[config.mk]
export PLATFORM = sky130hd
export DESIGN_NAME = lhct_ctrl
export DESIGN_NICKNAME = d
export VERILOG_FILES = /design/src/hw/rtl/lhct_pkg.sv /design/src/hw/rtl/lhct_ctrl.sv
export SDC_FILE = /design/constraint.sdc
export NUM_CORES = 1
export LEC_CHECK = 0
export BUFFER_PORTS_ARGS = -buffer_cell sky130_fd_sc_hd__buf_2
export CAP_MARGIN = 20
export CORE_AREA = 2 2 39 41
export DETAILED_ROUTE_END_ITERATION = 10
export DIE_AREA = 0 0 41 43
export GPL_ROUTABILITY_DRIVEN = 0
export PLACE_DENSITY = 0.49
export SYNTH_ARGS = -nofsm -noshare
export SYNTH_HDL_FRONTEND = slang
export SYNTH_SLANG_ARGS = --single-unit
[constraint.sdc]
create_clock -name clk -period 1.1 [get_ports clk]
set_input_delay 0.165 -clock clk [delete_from_list [all_inputs] [get_ports clk]]
set_output_delay 0.165 -clock clk [all_outputs]
set_load 0.1 [all_outputs]
[src/hw/rtl/lhct_pkg.sv]
`default_nettype none
package lhct_pkg;

	// table geometry
	localparam int TABLE_SLOTS = 1499;
	localparam int SLOT_W      = $clog2(TABLE_SLOTS);
	localparam int CNT_W       = $clog2(TABLE_SLOTS + 1);
	localparam logic [SLOT_W-1:0] SLOT_LAST = SLOT_W'(TABLE_SLOTS - 1);
	localparam logic [CNT_W-1:0]  CNT_LAST  = CNT_W'(TABLE_SLOTS - 1);

	// payload widths
	localparam int KEY_W  = 64;
	localparam int HASH_W = KEY_W / 2;
	localparam int TICK_W = 32;
	localparam int HND_W  = 32;
	localparam int STAT_W = 2;
	localparam logic [TICK_W-1:0] SIGN_BIAS = {1'b1, {(TICK_W-1){1'b0}}};
	localparam logic [TICK_W-1:0] AGE_FLOOR = {1'b0, {(TICK_W-1){1'b1}}};

	// home slot reduction: quotient estimate by reciprocal, then one correction
	localparam int HCNT_W     = 2;
	localparam logic [HCNT_W-1:0] HASH_LAST = 2'd2;
	localparam int HASH_SHIFT = HASH_W + SLOT_W - 1;
	localparam logic [HASH_W-1:0] HASH_RECIP =
		HASH_W'((64'd1 << HASH_SHIFT) / 64'(TABLE_SLOTS));

	// capacity register
	localparam int MAXE_W = 11;
	localparam logic [MAXE_W-1:0] MAXE_RESET = 11'd1024;
	localparam int CMP_W = (CNT_W > MAXE_W) ? CNT_W : MAXE_W;

	// APB
	localparam int PADDR_W = 3;
	localparam int PDATA_W = 32;
	localparam logic REG_MAX_ENTRIES = 1'b0; // register index, paddr[2]

	// commands and result status
	localparam logic CMD_LOOKUP = 1'b0;
	localparam logic CMD_INSERT = 1'b1;
	localparam logic [STAT_W-1:0] ST_HIT      = 2'd0;
	localparam logic [STAT_W-1:0] ST_MISS     = 2'd1;
	localparam logic [STAT_W-1:0] ST_INSERTED = 2'd2;
	localparam logic [STAT_W-1:0] ST_EVICTED  = 2'd3;

	// datapath walking modes
	localparam logic [2:0] MODE_NONE  = 3'd0;
	localparam logic [2:0] MODE_CLEAR = 3'd1;
	localparam logic [2:0] MODE_HASH  = 3'd2;
	localparam logic [2:0] MODE_SCAN  = 3'd3;
	localparam logic [2:0] MODE_PROBE = 3'd4;

	typedef struct packed {
		logic       load;
		logic [2:0] mode;
		logic       evict;
		logic       write;
		logic       fin;
	} dp_cmd_t;

	typedef struct packed {
		logic clr_done;
		logic hash_done;
		logic scan_done;
		logic probe_done;
		logic probe_found;
		logic key_zero;
		logic is_insert;
		logic evict_due;
	} dp_sts_t;

endpackage
`default_nettype wire

[src/hw/rtl/lhct_ctrl.sv]
`default_nettype none
module lhct_ctrl (
	input  wire logic              clk,
	input  wire logic              arst_n,
	input  wire logic              start,
	output logic                   busy,
	input  wire lhct_pkg::dp_sts_t sts,
	output lhct_pkg::dp_cmd_t      cmd
);

	localparam logic [2:0] S_CLEAR = 3'd0;
	localparam logic [2:0] S_IDLE  = 3'd1;
	localparam logic [2:0] S_HASH  = 3'd2;
	localparam logic [2:0] S_SCAN  = 3'd3;
	localparam logic [2:0] S_EVICT = 3'd4;
	localparam logic [2:0] S_PROBE = 3'd5;
	localparam logic [2:0] S_WRITE = 3'd6;
	localparam logic [2:0] S_FIN   = 3'd7;

	logic [2:0] state_q;
	logic [2:0] state_nxt;

	always_comb begin
		state_nxt = state_q;
		cmd       = '0;
		cmd.mode  = lhct_pkg::MODE_NONE;
		case (state_q)
			S_CLEAR: begin
				cmd.mode = lhct_pkg::MODE_CLEAR;
				if (sts.clr_done) begin
					state_nxt = S_IDLE;
				end
			end
			S_IDLE: begin
				if (start) begin
					cmd.load  = 1'b1;
					state_nxt = S_HASH;
				end
			end
			S_HASH: begin
				cmd.mode = lhct_pkg::MODE_HASH;
				if (sts.hash_done) begin
					if (sts.key_zero) begin
						state_nxt = S_FIN;
					end else if (sts.is_insert && sts.evict_due) begin
						state_nxt = S_SCAN;
					end else begin
						state_nxt = S_PROBE;
					end
				end
			end
			S_SCAN: begin
				cmd.mode = lhct_pkg::MODE_SCAN;
				if (sts.scan_done) begin
					state_nxt = S_EVICT;
				end
			end
			S_EVICT: begin
				cmd.evict = 1'b1;
				state_nxt = S_PROBE;
			end
			S_PROBE: begin
				cmd.mode = lhct_pkg::MODE_PROBE;
				if (sts.probe_done) begin
					state_nxt = sts.probe_found ? S_WRITE : S_FIN;
				end
			end
			S_WRITE: begin
				cmd.write = 1'b1;
				state_nxt = S_FIN;
			end
			S_FIN: begin
				cmd.fin   = 1'b1;
				state_nxt = S_IDLE;
			end
			default: begin
				state_nxt = S_IDLE;
			end
		endcase
	end

	always_ff @(posedge clk or negedge arst_n) begin
		if (!arst_n) begin
			state_q <= S_CLEAR;
		end else begin
			state_q <= state_nxt;
		end
	end

	assign busy = (state_q != S_IDLE);

endmodule
`default_nettype wire

=== After elaboration in Yosys (flattened, before gate mapping) ===
Index checks and enable logic that the tools add are counted.

* Bits in registers: 3
* Bits in latches: 0
* Memory bits (writable): 0
* ROM bits: 0
* Input port bits: 11
* Output and inout port bits: 8
* Word-level logic and storage cells: 32
* Memories kept: 0

* Add/sub/neg operators: 0
* $mul: 0
* Divide/modulo/power cells: 0
* $lt $le $gt $ge: 0
* Equal/unequal tests: 13
* Shift-type cells: 0
* Mux-type cells: 15
* Bitwise operators: 0
* Reductions and logical operators: 3

{| class="wikitable"
|+ Operators by type and width
! cell !! number
|-
| $pmux W3 S8 || 1
|-
| $mux W3 || 7
|-
| $eq A3 B3 Y1 const B || 4
|-
| $pmux W3 S4 || 1
|-
| $ne A2 B2 Y1 const B || 5
|-
| $eq A3 B2 Y1 const B || 2
|-
| $mux W1 || 6
|-
| $reduce_and A5 Y1 || 1
|-
| $eq A3 B1 Y1 const B || 1
|-
| $logic_not A3 Y1 || 1
|-
| $ne A3 B1 Y1 const B || 1
|-
| $logic_and A1 B1 Y1 || 1
|}

=== Depth between registers and ports, before layout ===
Gate-level depths: netlist of the first run.

* Depth in word-level cells: 5
* Mapped depth: 4
* Gate-level depth less buffers: 3

=== Worst setup path before layout of the first run ===
OpenSTA, ideal clock, no wires.

* Kind: flip-flop to output port
* Start: register state_q[0]
* End: output port cmd[2] (netlist bit)
* Arrival: 2.744 ns
* Data required time: 0.935 ns
* Slack: -1.809 ns
* Stages on the path, launching flop included: 3
* Buffers on the path: 1
* Cells stage by stage: dfrtp_1 -> buf_6 -> nor3b_1

{| class="wikitable"
|+ RTL lines
! item !! line !! RTL
|-
| start: declaration || lhct_ctrl.sv:20 || <nowiki>logic [2:0] state_q;</nowiki>
|-
| start signal: assignment || lhct_ctrl.sv:86 || <nowiki>state_q <= state_nxt;</nowiki>
|-
| end: declaration || lhct_ctrl.sv:8 || <nowiki>output lhct_pkg::dp_cmd_t cmd</nowiki>
|}

==> results.txt, run 1 <==
* Status: finished with violations
* Violations in the final reports: negative setup slack
- Counting the fill cells in the layout gives 115.
* Violation count after the first detailed-route iteration: 1
- Destination of the critical timing path: cmd[3]
- Worst-Margin Slew: roughly 0.25 ns
- TritonCTS built the clock tree.
* Cell area after synthesis: slightly below 300 µm²
- Number of ports placed on the die boundary: 19
* Number of flip-flops under the largest register name: 3
- The post-route netlist has 74.6% of its cells at a drive strength greater than 1.
- Post-synthesis area per instance: 8.47 µm²
- The signal on the critical path passes through buf_12 > nand2b_4 > nor3b_4 > buf_12.
* Critical Path Max Stage Delay: between 0.4 and 0.5 ns
- Counting cells, the worst reg-to-reg path comes to 5.
- The endpoint identified for the worst register-to-register timing path is state_q[1].
- In the routed design, unresolved DRC markers number 0.
- In the routed layout, each cell is associated on average with a via count of 4.41.
- The multi-input combinational cells in the finished layout cover a total of between 200 and 300 µm².
- For the worst setup path, the data required time is 0.94 ns.
* Mean routed wirelength per cell: 10.9 µm
* Cell repeated most along the worst path: sky130_fd_sc_hd__buf_12
* Slowest cell on the critical path: sky130_fd_sc_hd__dfrtp_2
* Crit. End Element: output pin
- Net Count, Synth: 46
- Highest attainable clock frequency: between 0.6 and 0.7 GHz
- Setup violations remaining at the end of the flow were counted as 10.
- First-pass iteration count of the detailed router: 3
- Clock period minus worst slack: around 1.4 ns
* Number of antenna repair diodes: 0
- Counting distinct cell types in the post-synthesis netlist gives 22.
* Syn Inst Count: 35
* Post-layout instance count excluding filler cells: between 80 and 90
* Post-synth EDFFs: 0
- In the synthesized netlist the async set-or-reset flop fraction comes to 100%.
- Register clock-pin slew on the reported worst setup and hold paths: roughly 0.040 ns
- FF-to-FF Start: state_q[2]
- Number of warnings printed during yosys synthesis: 0
- In the final layout, the registers with the most flip-flops are state_q (3).
- Die Height: 43 µm
* CP startpoint kind: flop
- Broken down by cell family, the worst path's largest delay share belongs to flip-flops.
* Smallest hold slack: about 0.26 ns
- The synthesized design contains 3 register bits.
- Final count of hold timing violations: 0
* Number of port buffers: 18
- Library cell with the largest summed area after synthesis: sky130_fd_sc_hd__dfrtp_1
* Register-to-Register Setup Slack: -0.13 ns
- Maximum number of pins on one net before global-route repair: 8
- All-layer global routing usage: 12.6%
- The most common cell in the synthesized netlist is sky130_fd_sc_hd__nand2_1.
- Once the floorplan was initialized, standard cells occupied between 20 and 25% of the core.
- Sequential element share of the synthesized area: between 20% and 30%
- Core ar.: approximately 0.0014 mm²
- Between clock sinks in the finished design, the worst skew comes to around 0.0017 ns.
- Measured along the x axis, the die boundary spans about 40 µm.
- After routing the design area is 739 µm².
- Cell chosen for the clock root: sky130_fd_sc_hd__clkbuf_4
- The HPWL after detailed placement is 671 µm.
- Detailed routing inserted a total of around 370 vias.
* Primary FF master, synth: sky130_fd_sc_hd__dfrtp_1
- At the later pin of the worst-skew pair, clock insertion delay measures ~0.24 ns.
* Setup repair after global routing missed its margin: true
- Across the whole layout, storage elements account for between 70 and 80 µm².
- After global routing the overflow that remains totals 0.
- Wire length of the first global-routing pass: 1450 µm
- Top cell type's share of synthesized area: approximately a quarter
- Worst path bufs/invs: 2
* WP data arrival: about 1.3 ns
- Maximum count of clock buffers along a single path: 2
- Placed cell count: 74
- The setup path with the least slack is of type reg2out.
* Wire length after detailed routing: around 900 µm
* Clock sink count: 3
- Number of standard-cell rows in the floorplan: 14
* Most area-consuming cells after synthesis: sky130_fd_sc_hd__dfrtp_1 25%, sky130_fd_sc_hd__buf_6 7.6%, sky130_fd_sc_hd__and2_1 6.3%
- The final layout contains just under 80 nets.
* Die outline area: 0.00176 mm²
- Relative to the synthesized area, the layout overhead comes to 149%.
- Of the available clock period, the critical path in the final layout requires 132%.
- Final core utilization: about 53%
- Clock tree synthesis inserted a total of 3 buffers.
* Pins Over Slew Limit: 0
- state_q holds more flip-flops than any other register.
- Total placed instance area: 613 µm²
- The number of global-route vias before repair came to approximately 360.
- Max Cap Viol: 0
- In this run the remaining antenna-violating nets after routing total 0.
- Number of antenna violations at the first check in global routing: 0
- Maximum fanout encountered on the critical timing path: 3
- By count the netlist is led by 5 x sky130_fd_sc_hd__nand2_1, 4 x sky130_fd_sc_hd__nor2_1, 3 x sky130_fd_sc_hd__and2_1, 3 x sky130_fd_sc_hd__dfrtp_1.
* Worst Hold Class: in2async
* Worst slew margin relative to its limit: between 80% and 90%
* Critical path launch point: state_q[1]
- Cell depth of the worst setup path: 4
- Final WS setup: -0.348 ns
* H-tree depth reported by CTS: 1
==> area by class of cell <==
cell class	count	share of cell area (%)
Timing Repair Buffer	30	46.4
Multi-Input combinational cell	30	36.7
Sequential cell	3	10.7
Clock buffer	4	3.55
Tap cell	16	2.71
==> layer usage <==
layer / GRT usage [%] / up-vias / share of wire (%)
li1: - / 186 / -
met1: 12.7 / 172 / 41
met2: 20.3 / 8 / 54
met3: 6.28 / 0 / 5.5
met4: 6.00 / 0 / 0
met5: 0 / - / 0
==> worst register-to-register path, stage by stage, from the launching register on <==
cell and delay (ns):
sky130_fd_sc_hd__dfrtp_2 0.43, sky130_fd_sc_hd__buf_6 0.14, sky130_fd_sc_hd__buf_6 0.11, sky130_fd_sc_hd__mux2_4 0.29
sky130_fd_sc_hd__nand2_2 0.06, sky130_fd_sc_hd__o211ai_1 0.08
==> stage by stage <==
stage          worst slack, ns  setup TNS [ns]
3_5_place_dp            -0.156           -1.17
5_1_grt                 -0.397           -2.99
6_report                -0.348           -2.53
4_1_cts                 -0.346           -2.66
2_1_floorplan           -0.563           -2.14
3_3_place_gp            -0.123           -1.00
==> placed cells by master, fill, tap and decap left out, drive strengths merged <==
cell and instances:
and3 3, a22o 1, and2 3, dlygate4sd3 1
a211oi 1, nand2b 1, clkbuf 4, a31oi 1
and2b 1, nor3b 2, mux2i 1, dfrtp 3
nand4 1, o211ai 1, o21ai 2, nor2 5
buf 29, nor2b 1, mux2 1, nand2 5
==> repair_timing <==
action                                  4_1_cts  5_1_grt
pin swaps                                     3        2
hold endpoints to repair                      3        0
endpoints found under the setup margin       11       11
resized for setup                             6        7
setup buffers                                 4        0
hold buffers                                  1        0
==> worst min-delay path by stage <==
stage                  to  slack [ns]
5_1_grt        state_q[1]        0.27
3_5_place_dp   state_q[2]       -0.03
3_3_place_gp   state_q[2]       -0.04
6_report       state_q[1]        0.26
4_1_cts        state_q[1]        0.25
2_1_floorplan  state_q[0]       -0.13
==> cells by family (layout without fill, tap and decap cells) <==
family,count (synthesis),in the layout,share of synthesized area [%]
buffers and inverters,2,34,7.59
AO/OA/AOI/OAI,6,6,14.8
AND/OR/NAND/NOR,22,22,43.9
flip-flops,3,3,25.3
multiplexers,2,2,8.44
Power of run 1 is not shown: default switching activity piles up to over one toggle a cycle in this logic, so the estimate is an artifact.
==> inputs of run 2 (changes only) <==
ABC_AREA = 1   (was unset)
PLACE_DENSITY = 0.51   (was 0.49)
==> results.txt, run 2 <==
- Count of final setup violators: 11 (+1)
* H-tree depth reported by CTS: 1 (unchanged)
- Slowest cell on the critical path: sky130_fd_sc_hd__dfrtp_2
* Smallest hold slack: 0.263 ns (+0.00476 ns)
- Area occupied by multi-input gates: 300 µm² (+11%)
* All-layer global routing usage: 15.0% (+2.4 points)
* Top cell type's share of synthesized area: 23.0% (-2.3 points)
* Core ar.: 0.00138 mm² (unchanged)
- The top cell types in the final layout, fill and taps aside, are 11 x sky130_fd_sc_hd__nand2_1, 10 x sky130_fd_sc_hd__buf_2, 8 x sky130_fd_sc_hd__buf_12, 7 x sky130_fd_sc_hd__inv_1, 7 x sky130_fd_sc_hd__buf_4.
- DPL Wire Length: 857 µm (+28%)
- Relative area change from synthesis to final layout: 144%
- Post-layout instance count excluding filler cells: 108 (+30%)
* Number of port buffers: 18 (unchanged)
* Worst-Margin Slew: 0.202 ns (-0.0507 ns)
- The critical path in this run is classified as reg2out.
* Crit. End Element: output pin
* Top post-synthesis cells by count: 13 x sky130_fd_sc_hd__nand2_1, 11 x sky130_fd_sc_hd__nor2_1, 8 x sky130_fd_sc_hd__inv_1, 8 x sky130_fd_sc_hd__nand3_1, 4 x sky130_fd_sc_hd__o21ai_0
* Post-detailed-route via-to-cell ratio: 4.50 (+2.0%)
- The register clock-pin slew on the reported worst setup and hold paths is 0.04 ns (about the same).
- The depth of the worst register-to-register path is 8 (+3).
* Clock tree from TritonCTS: done
- Pins Over Slew Limit: 0 (unchanged)
- The buffer levels on the longest clock path is 2 (unchanged).
- Die Height: 43 µm (unchanged)
- Primary FF master, synth: sky130_fd_sc_hd__dfrtp_1
- Maximum number of pins on one net before global-route repair: 9 (+1)
* Fill cell instance count of the final layout: 130 (+13%)
- The wire length after detailed routing is 1160 µm (+28%).
* Area of all sequential standard cells: 78.8 µm² (unchanged)
- The total clock buffers created by CTS is 3 (unchanged).
* Most common cell after layout, fill and taps aside: sky130_fd_sc_hd__nand2_1
- Critical path launch point: state_q[1]
- Worst Hold Class: in2reg
* Cell chosen for the clock root: sky130_fd_sc_hd__clkbuf_4
- Final WS setup: -0.322 ns (+0.0266 ns)
- The total DRC errors in the routed layout was 0 (unchanged).
- The antenna diode instance count is 0 (unchanged).
- Critical-path cell list: nor2_4 > nand2_8 > nor2_4 > buf_12
- The number of library cell types mapped by synthesis was 13 (-41%).
- The highest fanout seen on the critical path was 6 (+3).
* Source-to-sink clock delay at the later pin of the worst-skew pair: 0.24 ns (about the same)
- The worst register-to-register path ends at state_q[1].
- The required time reported for the critical path endpoint is 0.94 ns (about the same).
- Number of ports placed on the die boundary: 19 (unchanged)
* Vias post-DR: 486 (+33%)
- Part of the cycle the worst path needs: 129% (-2.4 points)
- The layout cell share with drive strength beyond 1 came to 58.7% (-16 points).
- The flip-flop and latch count after synthesis came to 3 (unchanged).
- Initial core utilization: 23.6% (+2.2 points)
- The net total in the final layout was 104 (+32%).
- Library cell with the largest summed area after synthesis: sky130_fd_sc_hd__dfrtp_1
- Worst clock skew: 0.00361 ns (+0.00191 ns)
- In this run the critical register-to-register path is launched from state_q[1].
* Status: finished with violations
* Most area-consuming cells after synthesis: sky130_fd_sc_hd__dfrtp_1 23%, sky130_fd_sc_hd__nand2_1 15%, sky130_fd_sc_hd__nor2_1 13%
* Post-synth EDFFs: 0 (unchanged)
* Number of antenna violations at the first check in global routing: 0 (unchanged)
- Cell area after synthesis: 327 µm² (+10%)
* CP startpoint kind: flop
- The worst hold path was traced through 4 stages.
* Violation count after the first detailed-route iteration: 8 (+7)
- The count of endpoints failing hold in the final timing report is 0 (unchanged).
- Number of standard-cell rows in the floorplan: 14 (unchanged)
- Register-to-Register Setup Slack: -0.23 ns (-0.10 ns)
* Clock sink count: 3 (unchanged)
- Leading registers by flop count: state_q (3)
- Number of warnings printed during yosys synthesis: 0 (unchanged)
* Wire length of the first global-routing pass: 1790 µm (+24%)
* Die width: 41 µm (unchanged)
* Highest attainable clock frequency: 0.703 GHz (+1.9%)
- Most frequently used cell type in the post-synthesis netlist: sky130_fd_sc_hd__nand2_1
* Endpoint of the worst hold-timing path: state_q[0]
- The number of global-route vias before repair came to 464 (+29%).
- The total grt overflow came to 0 (unchanged).
- The die footprint is 0.00176 mm² (unchanged).
* Placed cell count: 99 (+34%)
* Violations in the final reports: negative setup slack
- Post-detailed-route count of antenna-violating nets: 0 (unchanged)
- The endpoint arrival time on the critical path is 1.26 ns (-0.02 ns).
- Setup repair after global routing could not meet its margin everywhere.
* Worst slew margin relative to its limit: 86.5% (+3.5 points)
- Post-synthesis area per instance: 5.44 µm² (-36%)
- First-pass iteration count of the detailed router: 4 (+1)
* Number of flip-flops under the largest register name: 3 (unchanged)
- Cell repeated most along the worst path: sky130_fd_sc_hd__nor2_4
* Critical Path Max Stage Delay: 0.47 ns (+0.03 ns)
- The post-synthesis cell count came to 60 (+71%).
* Hold_sp: sts[4]
- The share of synthesized area occupied by flip-flops and latches is 23.0% (-2.3 points).
* Largest register by flop count: state_q
- The wire length per cell after detailed routing is 10.7 µm (-1.8%).
* Share of flip-flops with an asynchronous set or reset after synthesis: 100% (unchanged)
* Max Cap Viol: 0 (unchanged)
- The final period demand of the worst path is 1.42 ns (-0.0266 ns).
* Net Count, Synth: 71 (+54%)
==> run 2: changes by cell type after synthesis, moves of 3 or more <==
cell,delta
sky130_fd_sc_hd__inv_2,+3
sky130_fd_sc_hd__inv_1,+8
sky130_fd_sc_hd__nor3_1,+3
sky130_fd_sc_hd__nand2_1,+8
sky130_fd_sc_hd__o21ai_0,+4
sky130_fd_sc_hd__nand3_1,+8
sky130_fd_sc_hd__and2_1,-3
sky130_fd_sc_hd__nor2_1,+7
==> run 2: metrics by stage <==
| step | setup WS (ns) | utilization [%] | TNS [ns] | cell area [µm²] |
|---|---|---|---|---|
| floorplan | -0.435 | - | -2.27 | 432 |
| global placement | -0.194 | 50.0 | -1.28 | 692 |
| detailed placement | -0.187 | 50.0 | -1.25 | 692 |
| CTS | -0.328 | 54.9 | -2.73 | 759 |
| global route | -0.378 | 57.7 | -3.58 | 798 |
| finish | -0.322 | 57.7 | -2.84 | 798 |
==> run 2: cell families (layout without fill, tap and decap cells) <==
group / Yosys count / count (layout) / share of synthesized area, %
buffers and inverters: 13 / 45 / 17.2
and+or+nand+nor: 36 / 36 / 46.4
AOI/OAI and AO/OA: 8 / 8 / 13.4
DFF: 3 / 3 / 23.0
==> run 2: routing by layer <==
layer	up-vias	global-route usage [%]	part of all wire [%]
met1	211	20.1	43
met3	2	0	4.0
met2	16	22.8	51
li1	257	-	-
met5	-	0	0
met4	0	9.33	1.6
==> run 2: layout make-up <==
| class | instances | area share (%) |
|---|---|---|
| flip-flops and latches | 3 | 9.87 |
| clock buffers | 4 | 3.29 |
| well taps | 16 | 2.51 |
| inverters | 11 | 6.90 |
| repair buffers | 30 | 39.8 |
| multi-input cells | 44 | 37.6 |
==> run 2: worst max path at each step <==
stage / end / depth (start not counted) / slack (ns)
global placement: state_q[2] / 7 / -0.19
finish: cmd[6] / 4 / -0.32
global route: cmd[6] / 4 / -0.38
CTS: cmd[6] / 5 / -0.33
detailed placement: state_q[1] / 7 / -0.19
floorplan: cmd[6] / 5 / -0.43
==> run 2: what timing repair did <==
action / in CTS / in global routing
setup buffers: 1 / 3
pin swaps: 5 / 0
endpoints found under the setup margin: 11 / 11
endpoints found under the hold margin: 3 / 0
hold buffers: 1 / 0
gates resized for setup: 7 / 4
==> run 2: worst max-delay path, delay by kind of cell, from the launching register on <==
kind                   cells  cell delay [ns]
flip-flops                 1             0.47
AND/OR/NAND/NOR            3             0.37
buffers and inverters      1             0.18
Power of run 2 is left out for the same reason.
==> inputs of run 3 (changes only) <==
SETUP_SLACK_MARGIN = 0.15   (was unset)
==> results.txt, run 3 (synthesized netlist as in run 2, its figures left out) <==
- The count of pins on the block boundary came to 19 (unchanged).
* Post-detailed-route count of antenna-violating nets: 0 (unchanged)
- state_q holds more flip-flops than any other register.
* First-pass iteration count of the detailed router: 4 (unchanged)
- For this design, the slowest cell found on the critical path is sky130_fd_sc_hd__dfrtp_2.
* Sum of met2 wire segment lengths after detailed routing: 620 µm (+5.4%)
- The number of antenna violations at the first check in global routing was 0 (unchanged).
- The detailed placer's ending HPWL is 902 µm (+5.2%).
- STA classifies the critical path endpoint as an output pin.
- All-layer global routing usage: 15.8% (+0.80 points)
* Final WS setup: -0.321 ns (+0.00117 ns)
* Most common cell after layout, fill and taps aside: sky130_fd_sc_hd__buf_4
* Drt drc: 0 (unchanged)
- The initial standard-cell utilization of the core is 23.6% (unchanged).
- Core ar.: 0.00138 mm² (unchanged)
- The register clock-pin slew on the reported worst setup and hold paths is 0.04 ns (about the same).
* Count of final setup violators: 11 (unchanged)
- After detailed routing, no signal wire sits above met4.
- Final count of hold timing violations: 0 (unchanged)
- The first-pass GRT wire length came to 1910 µm (+6.5%).
- Setup repair after global routing could not meet its margin everywhere.
* Pins Over Slew Limit: 0 (unchanged)
- The count of clock tree sinks is 3 (unchanged).
- Violation count after the first detailed-route iteration: 4 (-4)
- The sum of routed wire segments on met1 is 481 µm (-4.2%).
- Die outline area: 0.00176 mm² (unchanged)
- Clock tree from TritonCTS: done
* Number of flip-flops under the largest register name: 3 (unchanged)
- The remaining max-slew budget at the tightest pin came to 85.4% (-1.1 points).
- The setup path with the least slack is of type reg2out.
* Source-to-sink clock delay at the later pin of the worst-skew pair: 0.24 ns (about the same)
* Maximum count of clock buffers along a single path: 2 (unchanged)
- Die width: 41 µm (unchanged)
- In the layout the commonest cells are 12 x sky130_fd_sc_hd__buf_4, 11 x sky130_fd_sc_hd__nand2_1, 10 x sky130_fd_sc_hd__buf_2, 8 x sky130_fd_sc_hd__buf_12, 7 x sky130_fd_sc_hd__inv_1.
* Post-detailed-route via-to-cell ratio: 4.64 (+3.2%)
- The total via count after detailed routing came to 520 (+7.0%).
* Worst-Margin Slew: 0.218 ns (+0.0160 ns)
* # nets final: 108 (+3.8%)
* Clock period minus worst slack: 1.42 ns (-0.00117 ns)
- The highest fanout seen on the critical path was 6 (unchanged).
* Maximum number of pins on one net before global-route repair: 9 (unchanged)
* Die Height: 43 µm (unchanged)
- The antenna diode instance count came to 0 (unchanged).
* Part of the cycle the worst path needs: 129% (about the same)
- Critical-path cell list: clkinv_4 > buf_6 > nor2_4 > buf_12
* Violations in the final reports: negative setup slack
- H-tree depth reported by CTS: 1 (unchanged)
* Mean routed wirelength per cell: 10.5 µm (-1.7%)
- The slack of the worst reg-to-reg path is -0.17 ns (+0.06 ns).
- The area growth from synthesis to layout is 159%.
* Worst clock skew: 0.00899 ns (+0.00538 ns)
- The number of global-route vias before repair is 500 (+7.8%).
- The total grt overflow came to 0 (unchanged).
- Worst Hold Class: in2reg
* Critical Path Max Stage Delay: 0.48 ns (about the same)
- CP startpoint kind: flop
- The wire length after detailed routing is 1180 µm (+2.0%).
* Detailed route wirelength on metal3: 49 µm (+6.5%)
* Layout cells sized above 1: 61.5% (+2.8 points)
* Final sum of negative setup slack: -2.78 ns (+0.0649 ns)
- In this run the clock root is driven by a sky130_fd_sc_hd__clkbuf_4.
- In the final layout, the registers with the most flip-flops are state_q (3).
- Highest attainable clock frequency: 0.704 GHz (about the same)
- The total clock buffers created by CTS is 3 (unchanged).
* Max Cap Viol: 0 (unchanged)
* Status: finished with violations
- The cell row count came to 14 (unchanged).
- WP data arrival: 1.26 ns (about the same)
- The number of buffers added on ports came to 18 (unchanged).
* Worst endpoint required time: 0.94 ns (about the same)
==> run 3: cell types whose count changed in the layout (fill, tap and decap cells not counted), sizes merged <==
cell,delta
clkinv,+1
buf,+4
inv,-1
==> run 3: worst max-delay path: cells and delay by family, from the launching register on <==
kind,cells,cell delay [ns]
AND/OR/NAND/NOR,1,0.09
flip-flops,1,0.48
buffers and inverters,3,0.45
==> run 3: layer usage <==
metal	up-vias	track usage, %
li1	266	-
met1	236	18.4
met2	14	24.4
met3	4	4.71
met4	0	8.67
met5	-	0
==> run 3: path summary, 6_finish.rpt <==
| kind | depth (start not counted) | startpoint | endpoint |
|---|---|---|---|
| setup / recovery | 4 | state_q[1] | cmd[4] |
| min in group asynchronous | 2 | arst_n | state_q[1] |
| max in group asynchronous | 2 | arst_n | state_q[2] |
| setup reg to reg | 8 | state_q[0] | state_q[1] |
| hold / removal | 4 | sts[4] | state_q[0] |
| hold reg to reg | 3 | state_q[2] | state_q[0] |
==> run 3: cell type report <==
class                      count  area, µm²
clock buffer                   4       26.3
fill                         113        539
tap                           16       20.0
timing repair buffer          34        344
sequential                     3       78.8
inverter                      11       60.1
multi-input combinational     44        315
==> run 3: timing repair <==
action,CTS,global route
endpoints found under the hold margin,3,0
hold buffers,1,0
setup buffers,5,1
pin swaps,7,6
resized for setup,10,5
setup endpoints to repair,11,11
==> run 3: through the flow <==
| stage | hold WS (ns) | instance area (µm²) | cells | utilization, % | worst slack [ns] |
|---|---|---|---|---|---|
| floorplan | -0.131 | 432 | 60 | - | -0.435 |
| global placement | -0.0323 | 707 | 101 | 51.1 | -0.147 |
| CTS | 0.245 | 817 | 111 | 59.0 | -0.330 |
| global route | 0.278 | 845 | 112 | 61.0 | -0.363 |
| detailed placement | -0.0318 | 707 | 101 | 51.1 | -0.153 |
| finish | 0.246 | 845 | 112 | 61.0 | -0.321 |
Power of run 3 is left out for the same reason.
